--- src/hw/rtl/skvt_pkg.sv ---
// Shared types, constants and helpers for the slot key-value table.
`timescale 1ns / 1ps
`default_nettype none
package skvt_pkg;

	localparam int SLOTS       = 16;
	localparam int KEY_BYTES   = 4;
	localparam int VALUE_BYTES = 4;

	localparam int KEY_W   = 32;
	localparam int VALUE_W = 32;
	localparam int LEN_W   = 4;
	localparam int OP_W    = 2;
	localparam int SLOT_W  = (SLOTS > 1) ? $clog2(SLOTS) : 1;

	localparam logic [SLOT_W-1:0] SLOT_LAST = SLOT_W'(SLOTS - 1);
	localparam logic [LEN_W-1:0]  VLEN_MAX  = LEN_W'(VALUE_BYTES);

	typedef enum logic [OP_W-1:0] {
		OP_INSERT = 2'd0,
		OP_DELETE = 2'd1,
		OP_UPDATE = 2'd2,
		OP_FIND   = 2'd3
	} skvt_op_t;

	typedef enum logic [1:0] {
		ST_IDLE,
		ST_SCAN,
		ST_DRAIN,
		ST_DONE
	} skvt_state_t;

	typedef struct packed {
		skvt_op_t          opcode;
		logic [KEY_W-1:0]  key;
		logic [VALUE_W-1:0] value_in;
		logic [LEN_W-1:0]  value_bytes;
	} skvt_req_t;

	typedef struct packed {
		logic               ok;
		logic [VALUE_W-1:0] value;
	} skvt_res_t;

	typedef struct packed {
		logic               en;
		logic [SLOT_W-1:0]  addr;
		logic               set_valid;
		logic               clr_valid;
		logic               write_key;
		logic               write_value;
		logic [KEY_W-1:0]   key;
		logic [VALUE_W-1:0] value;
	} skvt_wr_t;

	function automatic logic [VALUE_W-1:0] bytes_mask(input logic [LEN_W-1:0] n);
		logic [VALUE_W-1:0] m;
		m = '0;
		for (int b = 0; b < VALUE_W / 8; b++) begin
			m[8*b +: 8] = (n > LEN_W'(b)) ? 8'hFF : 8'h00;
		end
		return m;
	endfunction

	localparam logic [KEY_W-1:0] KEY_MASK = bytes_mask(LEN_W'(KEY_BYTES));

endpackage
`default_nettype wire

--- src/hw/rtl/skvt_store.sv ---
// Slot store: valid bits in flops, key and value arrays with a registered read port.
`timescale 1ns / 1ps
`default_nettype none
module skvt_store
	import skvt_pkg::*;
(
	input  wire logic               clk,
	input  wire logic               arst_n,
	input  wire logic [SLOT_W-1:0]  rd_addr,
	input  wire skvt_wr_t           wr,
	output logic                    rd_valid_q,
	output logic [KEY_W-1:0]        rd_key_q,
	output logic [VALUE_W-1:0]      rd_value_q
);

	logic [SLOTS-1:0]   valid_q;
	logic [KEY_W-1:0]   key_mem   [SLOTS];
	logic [VALUE_W-1:0] value_mem [SLOTS];

	always_ff @(posedge clk or negedge arst_n) begin
		if (!arst_n) begin
			valid_q    <= '0;
			rd_valid_q <= 1'b0;
		end else begin
			rd_valid_q <= valid_q[rd_addr];
			if (wr.en && wr.set_valid) begin
				valid_q[wr.addr] <= 1'b1;
			end else if (wr.en && wr.clr_valid) begin
				valid_q[wr.addr] <= 1'b0;
			end
		end
	end

	always_ff @(posedge clk) begin
		if (wr.en && wr.write_key) begin
			key_mem[wr.addr] <= wr.key;
		end
		if (wr.en && wr.write_value) begin
			value_mem[wr.addr] <= wr.value;
		end
		rd_key_q   <= key_mem[rd_addr];
		rd_value_q <= value_mem[rd_addr];
	end

endmodule
`default_nettype wire

--- src/hw/rtl/skvt_scan.sv ---
// Scan sequencer with the shared key comparator that walks all slots per request.
`timescale 1ns / 1ps
`default_nettype none
module skvt_scan
	import skvt_pkg::*;
(
	input  wire logic               clk,
	input  wire logic               arst_n,
	input  wire logic               req_valid,
	output logic                    req_ready,
	input  wire skvt_req_t          req,
	output logic                    res_valid,
	input  wire logic               res_ready,
	output skvt_res_t               res,
	output logic [SLOT_W-1:0]       rd_addr,
	input  wire logic               rd_valid,
	input  wire logic [KEY_W-1:0]   rd_key,
	input  wire logic [VALUE_W-1:0] rd_value,
	output skvt_wr_t                wr
);

	skvt_state_t        state_q, state_d;
	logic [SLOT_W-1:0]  idx_q;
	logic               cmp_vld_s1;
	logic [SLOT_W-1:0]  cmp_idx_s1;
	skvt_op_t           op_q;
	logic [KEY_W-1:0]   key_q;
	logic [VALUE_W-1:0] vin_q;
	logic [VALUE_W-1:0] vmask_q;
	logic               too_long_q;
	logic               ins_done_q;
	logic               ok_q;
	logic [VALUE_W-1:0] vout_q;

	logic               accept;
	logic               match;
	logic               free;
	logic [LEN_W-1:0]   find_len;

	assign accept   = req_valid && req_ready;
	assign match    = cmp_vld_s1 && rd_valid && (rd_key == key_q);
	assign free     = cmp_vld_s1 && !rd_valid;
	assign find_len = (req.value_bytes > VLEN_MAX) ? VLEN_MAX : req.value_bytes;
	assign rd_addr  = idx_q;
	assign res.ok    = ok_q;
	assign res.value = vout_q;

	always_comb begin
		wr             = '0;
		wr.addr        = cmp_idx_s1;
		wr.key         = key_q;
		wr.value       = vin_q;
		case (op_q)
			OP_INSERT: begin
				if (free && !ins_done_q && !too_long_q) begin
					wr.en          = 1'b1;
					wr.set_valid   = 1'b1;
					wr.write_key   = 1'b1;
					wr.write_value = 1'b1;
				end
			end
			OP_DELETE: begin
				if (match) begin
					wr.en        = 1'b1;
					wr.clr_valid = 1'b1;
				end
			end
			OP_UPDATE: begin
				if (match && !too_long_q) begin
					wr.en          = 1'b1;
					wr.write_value = 1'b1;
				end
			end
			default: ;
		endcase
	end

	always_comb begin
		state_d   = state_q;
		req_ready = 1'b0;
		res_valid = 1'b0;
		case (state_q)
			ST_IDLE: begin
				req_ready = 1'b1;
				if (req_valid) begin
					state_d = ST_SCAN;
				end
			end
			ST_SCAN: begin
				if (idx_q == SLOT_LAST) begin
					state_d = ST_DRAIN;
				end
			end
			ST_DRAIN: begin
				state_d = ST_DONE;
			end
			ST_DONE: begin
				res_valid = 1'b1;
				if (res_ready) begin
					state_d = ST_IDLE;
				end
			end
			default: begin
				state_d = ST_IDLE;
			end
		endcase
	end

	always_ff @(posedge clk or negedge arst_n) begin
		if (!arst_n) begin
			state_q    <= ST_IDLE;
			idx_q      <= '0;
			cmp_vld_s1 <= 1'b0;
			cmp_idx_s1 <= '0;
			ins_done_q <= 1'b0;
			ok_q       <= 1'b0;
			vout_q     <= '0;
		end else begin
			state_q    <= state_d;
			cmp_vld_s1 <= (state_q == ST_SCAN);
			cmp_idx_s1 <= idx_q;
			if (state_q == ST_SCAN) begin
				idx_q <= (idx_q == SLOT_LAST) ? '0 : idx_q + SLOT_W'(1);
			end
			if (accept) begin
				idx_q      <= '0;
				ins_done_q <= 1'b0;
				ok_q       <= (req.opcode == OP_DELETE);
				vout_q     <= '0;
			end else begin
				if (wr.en && wr.set_valid) begin
					ins_done_q <= 1'b1;
					ok_q       <= 1'b1;
				end
				if (op_q == OP_UPDATE && wr.en) begin
					ok_q <= 1'b1;
				end
				if (op_q == OP_FIND && match) begin
					ok_q   <= 1'b1;
					vout_q <= rd_value & vmask_q;
				end
			end
		end
	end

	always_ff @(posedge clk) begin
		if (accept) begin
			op_q       <= req.opcode;
			key_q      <= req.key & KEY_MASK;
			vin_q      <= req.value_in & bytes_mask(req.value_bytes);
			vmask_q    <= bytes_mask(find_len);
			too_long_q <= (req.value_bytes > VLEN_MAX);
		end
	end

	a_idx_advance: assert property (@(posedge clk) disable iff (!arst_n)
		(state_q == ST_SCAN) && (idx_q != SLOT_LAST) |=> idx_q == $past(idx_q) + SLOT_W'(1))
		else $error("slot index skipped during scan");

	a_single_insert: assert property (@(posedge clk) disable iff (!arst_n)
		ins_done_q && !accept |-> !(wr.en && wr.set_valid))
		else $error("insert wrote more than one slot");

	a_write_in_scan: assert property (@(posedge clk) disable iff (!arst_n)
		wr.en |-> cmp_vld_s1 && (state_q == ST_SCAN || state_q == ST_DRAIN))
		else $error("slot write outside scan window");

	a_done_after_drain: assert property (@(posedge clk) disable iff (!arst_n)
		(state_q == ST_DRAIN) |=> (state_q == ST_DONE))
		else $error("drain did not lead to result");

endmodule
`default_nettype wire

--- src/hw/rtl/slot_key_value_table.sv ---
// Slot key-value table top level: stream ports, scan sequencer, slot store, result register.
// A request passes the scan, drain and done states of the sequencer, then the output register.
// The scan reads one slot per cycle through the single read port of the slot store and one
// shared key comparator; a new request is taken only after the previous result leaves the scan.
// A new request is taken while the previous result still waits in the output register.
// Reset clears all valid bits at once (table empty); keys and values need no clearing pass.
`timescale 1ns / 1ps
`default_nettype none
module slot_key_value_table
	import skvt_pkg::*;
(
	input  wire logic        clk,
	input  wire logic        arst_n,
	input  wire logic        s_axis_tvalid,
	output logic             s_axis_tready,
	input  wire logic [71:0] s_axis_tdata,  // key[31:0], value_in[63:32], value_bytes[67:64], pad
	input  wire logic [1:0]  s_axis_tuser,  // opcode[1:0]
	output logic             m_axis_tvalid,
	input  wire logic        m_axis_tready,
	output logic [31:0]      m_axis_tdata,  // value_out[31:0]
	output logic [0:0]       m_axis_tuser   // ok[0]
);

	skvt_req_t          req;
	skvt_res_t          res;
	skvt_wr_t           wr;
	logic               res_valid;
	logic               res_ready;
	logic [SLOT_W-1:0]  rd_addr;
	logic               rd_valid;
	logic [KEY_W-1:0]   rd_key;
	logic [VALUE_W-1:0] rd_value;
	logic               out_vld_q;
	logic               out_ok_q;
	logic [VALUE_W-1:0] out_value_q;

	assign req.opcode      = skvt_op_t'(s_axis_tuser);
	assign req.key         = s_axis_tdata[31:0];
	assign req.value_in    = s_axis_tdata[63:32];
	assign req.value_bytes = s_axis_tdata[67:64];

	assign res_ready     = !out_vld_q || m_axis_tready;
	assign m_axis_tvalid = out_vld_q;
	assign m_axis_tdata  = out_value_q;
	assign m_axis_tuser  = out_ok_q;

	skvt_scan u_scan (
		.clk       (clk),
		.arst_n    (arst_n),
		.req_valid (s_axis_tvalid),
		.req_ready (s_axis_tready),
		.req       (req),
		.res_valid (res_valid),
		.res_ready (res_ready),
		.res       (res),
		.rd_addr   (rd_addr),
		.rd_valid  (rd_valid),
		.rd_key    (rd_key),
		.rd_value  (rd_value),
		.wr        (wr)
	);

	skvt_store u_store (
		.clk        (clk),
		.arst_n     (arst_n),
		.rd_addr    (rd_addr),
		.wr         (wr),
		.rd_valid_q (rd_valid),
		.rd_key_q   (rd_key),
		.rd_value_q (rd_value)
	);

	always_ff @(posedge clk or negedge arst_n) begin
		if (!arst_n) begin
			out_vld_q <= 1'b0;
		end else if (res_valid && res_ready) begin
			out_vld_q <= 1'b1;
		end else if (m_axis_tready) begin
			out_vld_q <= 1'b0;
		end
	end

	always_ff @(posedge clk) begin
		if (res_valid && res_ready) begin
			out_ok_q    <= res.ok;
			out_value_q <= res.value;
		end
	end

endmodule
`default_nettype wire
--- config.mk ---
export PLATFORM = sky130hd
export DESIGN_NAME = slot_key_value_table
export DESIGN_NICKNAME = d
export VERILOG_FILES = /design/src/hw/rtl/skvt_pkg.sv /design/src/hw/rtl/skvt_store.sv /design/src/hw/rtl/skvt_scan.sv /design/src/hw/rtl/slot_key_value_table.sv
export SDC_FILE = /design/constraint.sdc
export NUM_CORES = 1
export LEC_CHECK = 0
export ABC_AREA = 0
export BUFFER_PORTS_ARGS = -buffer_cell sky130_fd_sc_hd__buf_2
export CAP_MARGIN = 15
export CELL_PAD_IN_SITES_DETAIL_PLACEMENT = 0
export CELL_PAD_IN_SITES_GLOBAL_PLACEMENT = 2
export CORE_MARGIN = 2
export CORE_UTILIZATION = 54
export CTS_BUF_LIST = sky130_fd_sc_hd__clkbuf_16
export CTS_CLUSTER_DIAMETER = 30
export CTS_CLUSTER_SIZE = 24
export DETAILED_ROUTE_END_ITERATION = 10
export PLACE_DENSITY = 0.84
export SYNTH_ARGS = -nofsm -noshare
export SYNTH_HDL_FRONTEND = slang
export SYNTH_SLANG_ARGS = --single-unit
--- constraint.sdc ---
create_clock -name clk -period 11.6 [get_ports clk]
set_input_delay 1.16 -clock clk [delete_from_list [all_inputs] [get_ports clk]]
set_output_delay 1.16 -clock clk [all_outputs]
set_load 0.02 [all_outputs]
==> metrics.md <==
| Metric | Value |
|---|---|
| Yosys warns | 0 |
| First-pass GRT wire length | between 150000 and 200000 um |
| Tightest Hold Check Type | flop to flop |
| Wire per inst | ~29 um |
| Critical path's most frequent cell | buf_4 |
| Final hold violation count | 0 |
| Reg-to-reg slack, setup | 7.29 ns |
| Hold_buf cts | 0 |
| Yosys cell types | 36 |
| DR vias/cell | 6.06 |
| Initial core utilization | 54.4% |
| # setup viols final | 0 |
| Tot GR Track Use | 24.2% |
| Reg clk slew, reported paths | 0.05 ns |
| Synth top area share | 73.1% |
| CTS max path bufs | 3 |
| Post-Syn Area | roughly 0.046 sq mm |
| Crit Path Max Fanout | 22 |
| FF+latch count, synth | 1255 |
| Area growth syn-to-layout | 20.3% |
| Clock skew | approximately 0.038 ns |
| Status | finished, final reports clean |
| Final period demand of the worst path | 4.31 ns |
| Max-slew violations | 0 |
| Slew Limit Headroom | between 20 and 25% |
| Critical Path RT | 12.00 ns |
| Slack of the critical path | 7.29 ns |
| Num CTS Buffers | 206 |
| Max Cap Viol | 0 |
| TritonCTS clock tree | done |
| Critical Path AT | ~4.7 ns |
| H-tree Lvls | 4 |
| Most common cell after layout, fill and taps aside | edfxtp_1 |
| # rows | 107 |
| Core ar. | 0.0851 sq mm |
| Post-CTS setup buffers | 0 |
| Slew at the pin closest to its max-slew limit | between 1 and 1.5 ns |
| Antenna Nets Post-Route | 0 |
| DRT iter0 DRCs | between 2000 and 2500 |
| Post-Route WL | roughly 100000 um |
| RSZ-0062 raised after global routing | false |
| Ratio of cells with drive above 1 in the final layout | a little over a third |
| Leak Pwr | 18.4 nW |
| Vias in the first global route | 23200 |
| Final GP Congestion | 0.717 |
| Syn Nets | 2089 |
| Sink Count | 1255 |
| Seq/Total Area, Yosys | around four fifths |
| Synth area leader | edfxtp_1 |
| CP Cell Sequence | xor2_1 > nor4_1 > nand2_1 > nor3_1 > a31oi_4 > buf_4 > nor2_4 > buf_4 |
| Fill cell count | ~5400 |
| Top cells by area, synth | edfxtp_1, mux4_2, dfrtp_1, dfxtp_1, xor2_1 |
| Post_cts resized | 0 |
| Die height | 297 um |
| Avg Cell Area, Syn | between 20 and 25 sq um |
| Total global routing overflow | 0 |
| Final period util | between 30 and 40% |
| I/O pins | 113 |
| Die area | 0.0882 sq mm |
| F_max | between 0.2 and 0.25 GHz |
| Post-synthesis cell count | 2006 |
| Worst skew pair latency | 0.78 ns |
| Die width | between 200 and 300 um |
| Max incr delay on CP | roughly 0.83 ns |
| Port Buffer Count | 108 |
| Nets@finish | approximately 2400 |
| Peak supply drop | 197 uV |
| CP Capture Type | flop |
| ANT cells | 0 |
| Design Power | 0.0138 W |
| Crit path launch type | flop |
| Setup WS pre-CTS | 7.19 ns |
| Largest net degree at the start of global routing | roughly 110 |
| Commonest cells after routing, fill and taps aside | edfxtp_1, mux4_2, clkbuf_16 |
| Drt first pass iters | 7 |
| DR DRC count | 0 |
| Setup CP Type | flop to flop |
| Via Count | 21800 |
| Root Buffer | clkbuf_16 |
| Setup_tns | 0 ns |
| CP max-delay cell | nor4_1 |
| Power per Cell Area | around 250 mW/mm^2 |
| Dpl hpwl | ~48000 um |
| Initial antenna violation count | 3 |
final timing paths:
path / depth (start not counted) / from / to
max in group asynchronous: 1 / arst_n / u_scan.rd_addr[3]
hold reg to reg: 0 / u_scan.ok_q / m_axis_tuser
setup reg to reg: 8 / u_scan.key_q[4] / u_store.value_mem[8][27]
setup / recovery: 8 / u_scan.key_q[4] / u_store.value_mem[8][27]
min in group asynchronous: 1 / arst_n / u_scan.vout_q[15]
hold / removal: 0 / u_scan.ok_q / m_axis_tuser
state kept, by name, indices dropped and copies added, names as in the netlist, 2 cells and up, named ones only:
register	count
m_axis_tdata	32
u_scan.cmp_idx_s1	4
u_scan.key_q	32
u_scan.op_q	2
u_scan.rd_addr	4
u_scan.state_q	2
u_scan.vin_q	32
u_scan.vmask_q	4
u_scan.vout_q	32
u_store.key_mem	512
u_store.rd_key_q	32
u_store.rd_value_q	32
u_store.value_mem	512
synthesized netlist by cell type (all sizes together):
cell type,instances
a21o,16
a21oi,36
a22oi,1
a31oi,1
and2,19
and4,1
and4bb,1
buf,40
clkbuf,59
dfrtp,63
dfxtp,64
edfxtp,1128
ha,5
inv,8
mux2,1
mux2i,1
mux4,325
nand2,49
nand2b,11
nand3,49
nand4,4
nand4bb,1
nor2,41
nor2b,22
nor3,4
nor4,13
o21ai,5
o221a,1
or2,1
or3,3
xor2,33
worst max-delay path: cells and delay by family, from the launching register on:
kind	cells	cell delay [ns]
xor gates and xnor gates	1	0.27
DFF	1	0.61
buffers and inverters	2	0.80
and+or+nand+nor	4	2.09
AOI/OAI and AO/OA	1	0.12
power by group:
part           total, W  switching [W]  leakage (nW)  internal [W]
clock network   0.00622        0.00226          3.58       0.00396
logic           0.00190       0.000912          3.25      0.000988
registers       0.00571       0.000356          11.6       0.00536
through the flow:
| stage | std cells | util [%] | hold slack (ns) | area, sq um |
|---|---|---|---|---|
| after detailed placement | 3204 | 57.0 | 0.433 | 48500 |
| after global routing | 3596 | 65.5 | 0.455 | 55800 |
| after floorplan | 2006 | - | 0.352 | 46400 |
| after global placement | 3204 | 57.0 | 0.434 | 48500 |
| after CTS | 3596 | 65.5 | 0.442 | 55800 |
| final | 3596 | 65.5 | 0.442 | 55800 |
routing by layer:
layer  global-route usage, %  wire (um)  up-vias
li1                        -          -     8956
met1                    33.0      41000    11500
met2                    39.0      52100     1104
met3                    5.89       9020      196
met4                    7.62       2540        2
met5                       0         11        -
kinds of logic (layout without fill, tap and decap cells):
family                     after synthesis  after routing  share of synthesized area (%)
adders and majority gates                5              5                          0.135
buffers and inverters                  107            553                           1.02
and+or+nand+nor                        219            219                           2.40
muxes                                  327            327                           15.8
DFF                                   1255           1255                           79.2
AOI/OAI and AO/OA                       60             60                          0.756
xor gates and xnor gates                33             33                          0.623
final cells by class:
| class | instances | area, sq um | area share, % |
|---|---|---|---|
| Tap cell | 1144 | 1430 | 2.57 |
| Inverter | 8 | 30.0 | 0.0538 |
| Sequential cell | 1255 | 36700 | 65.9 |
| Clock inverter | 185 | 2070 | 3.71 |
| Multi-Input combinational cell | 644 | 9420 | 16.9 |
| Timing Repair Buffer | 153 | 893 | 1.60 |
| Clock buffer | 207 | 5180 | 9.29 |
(Power assumes the default switching activity.)
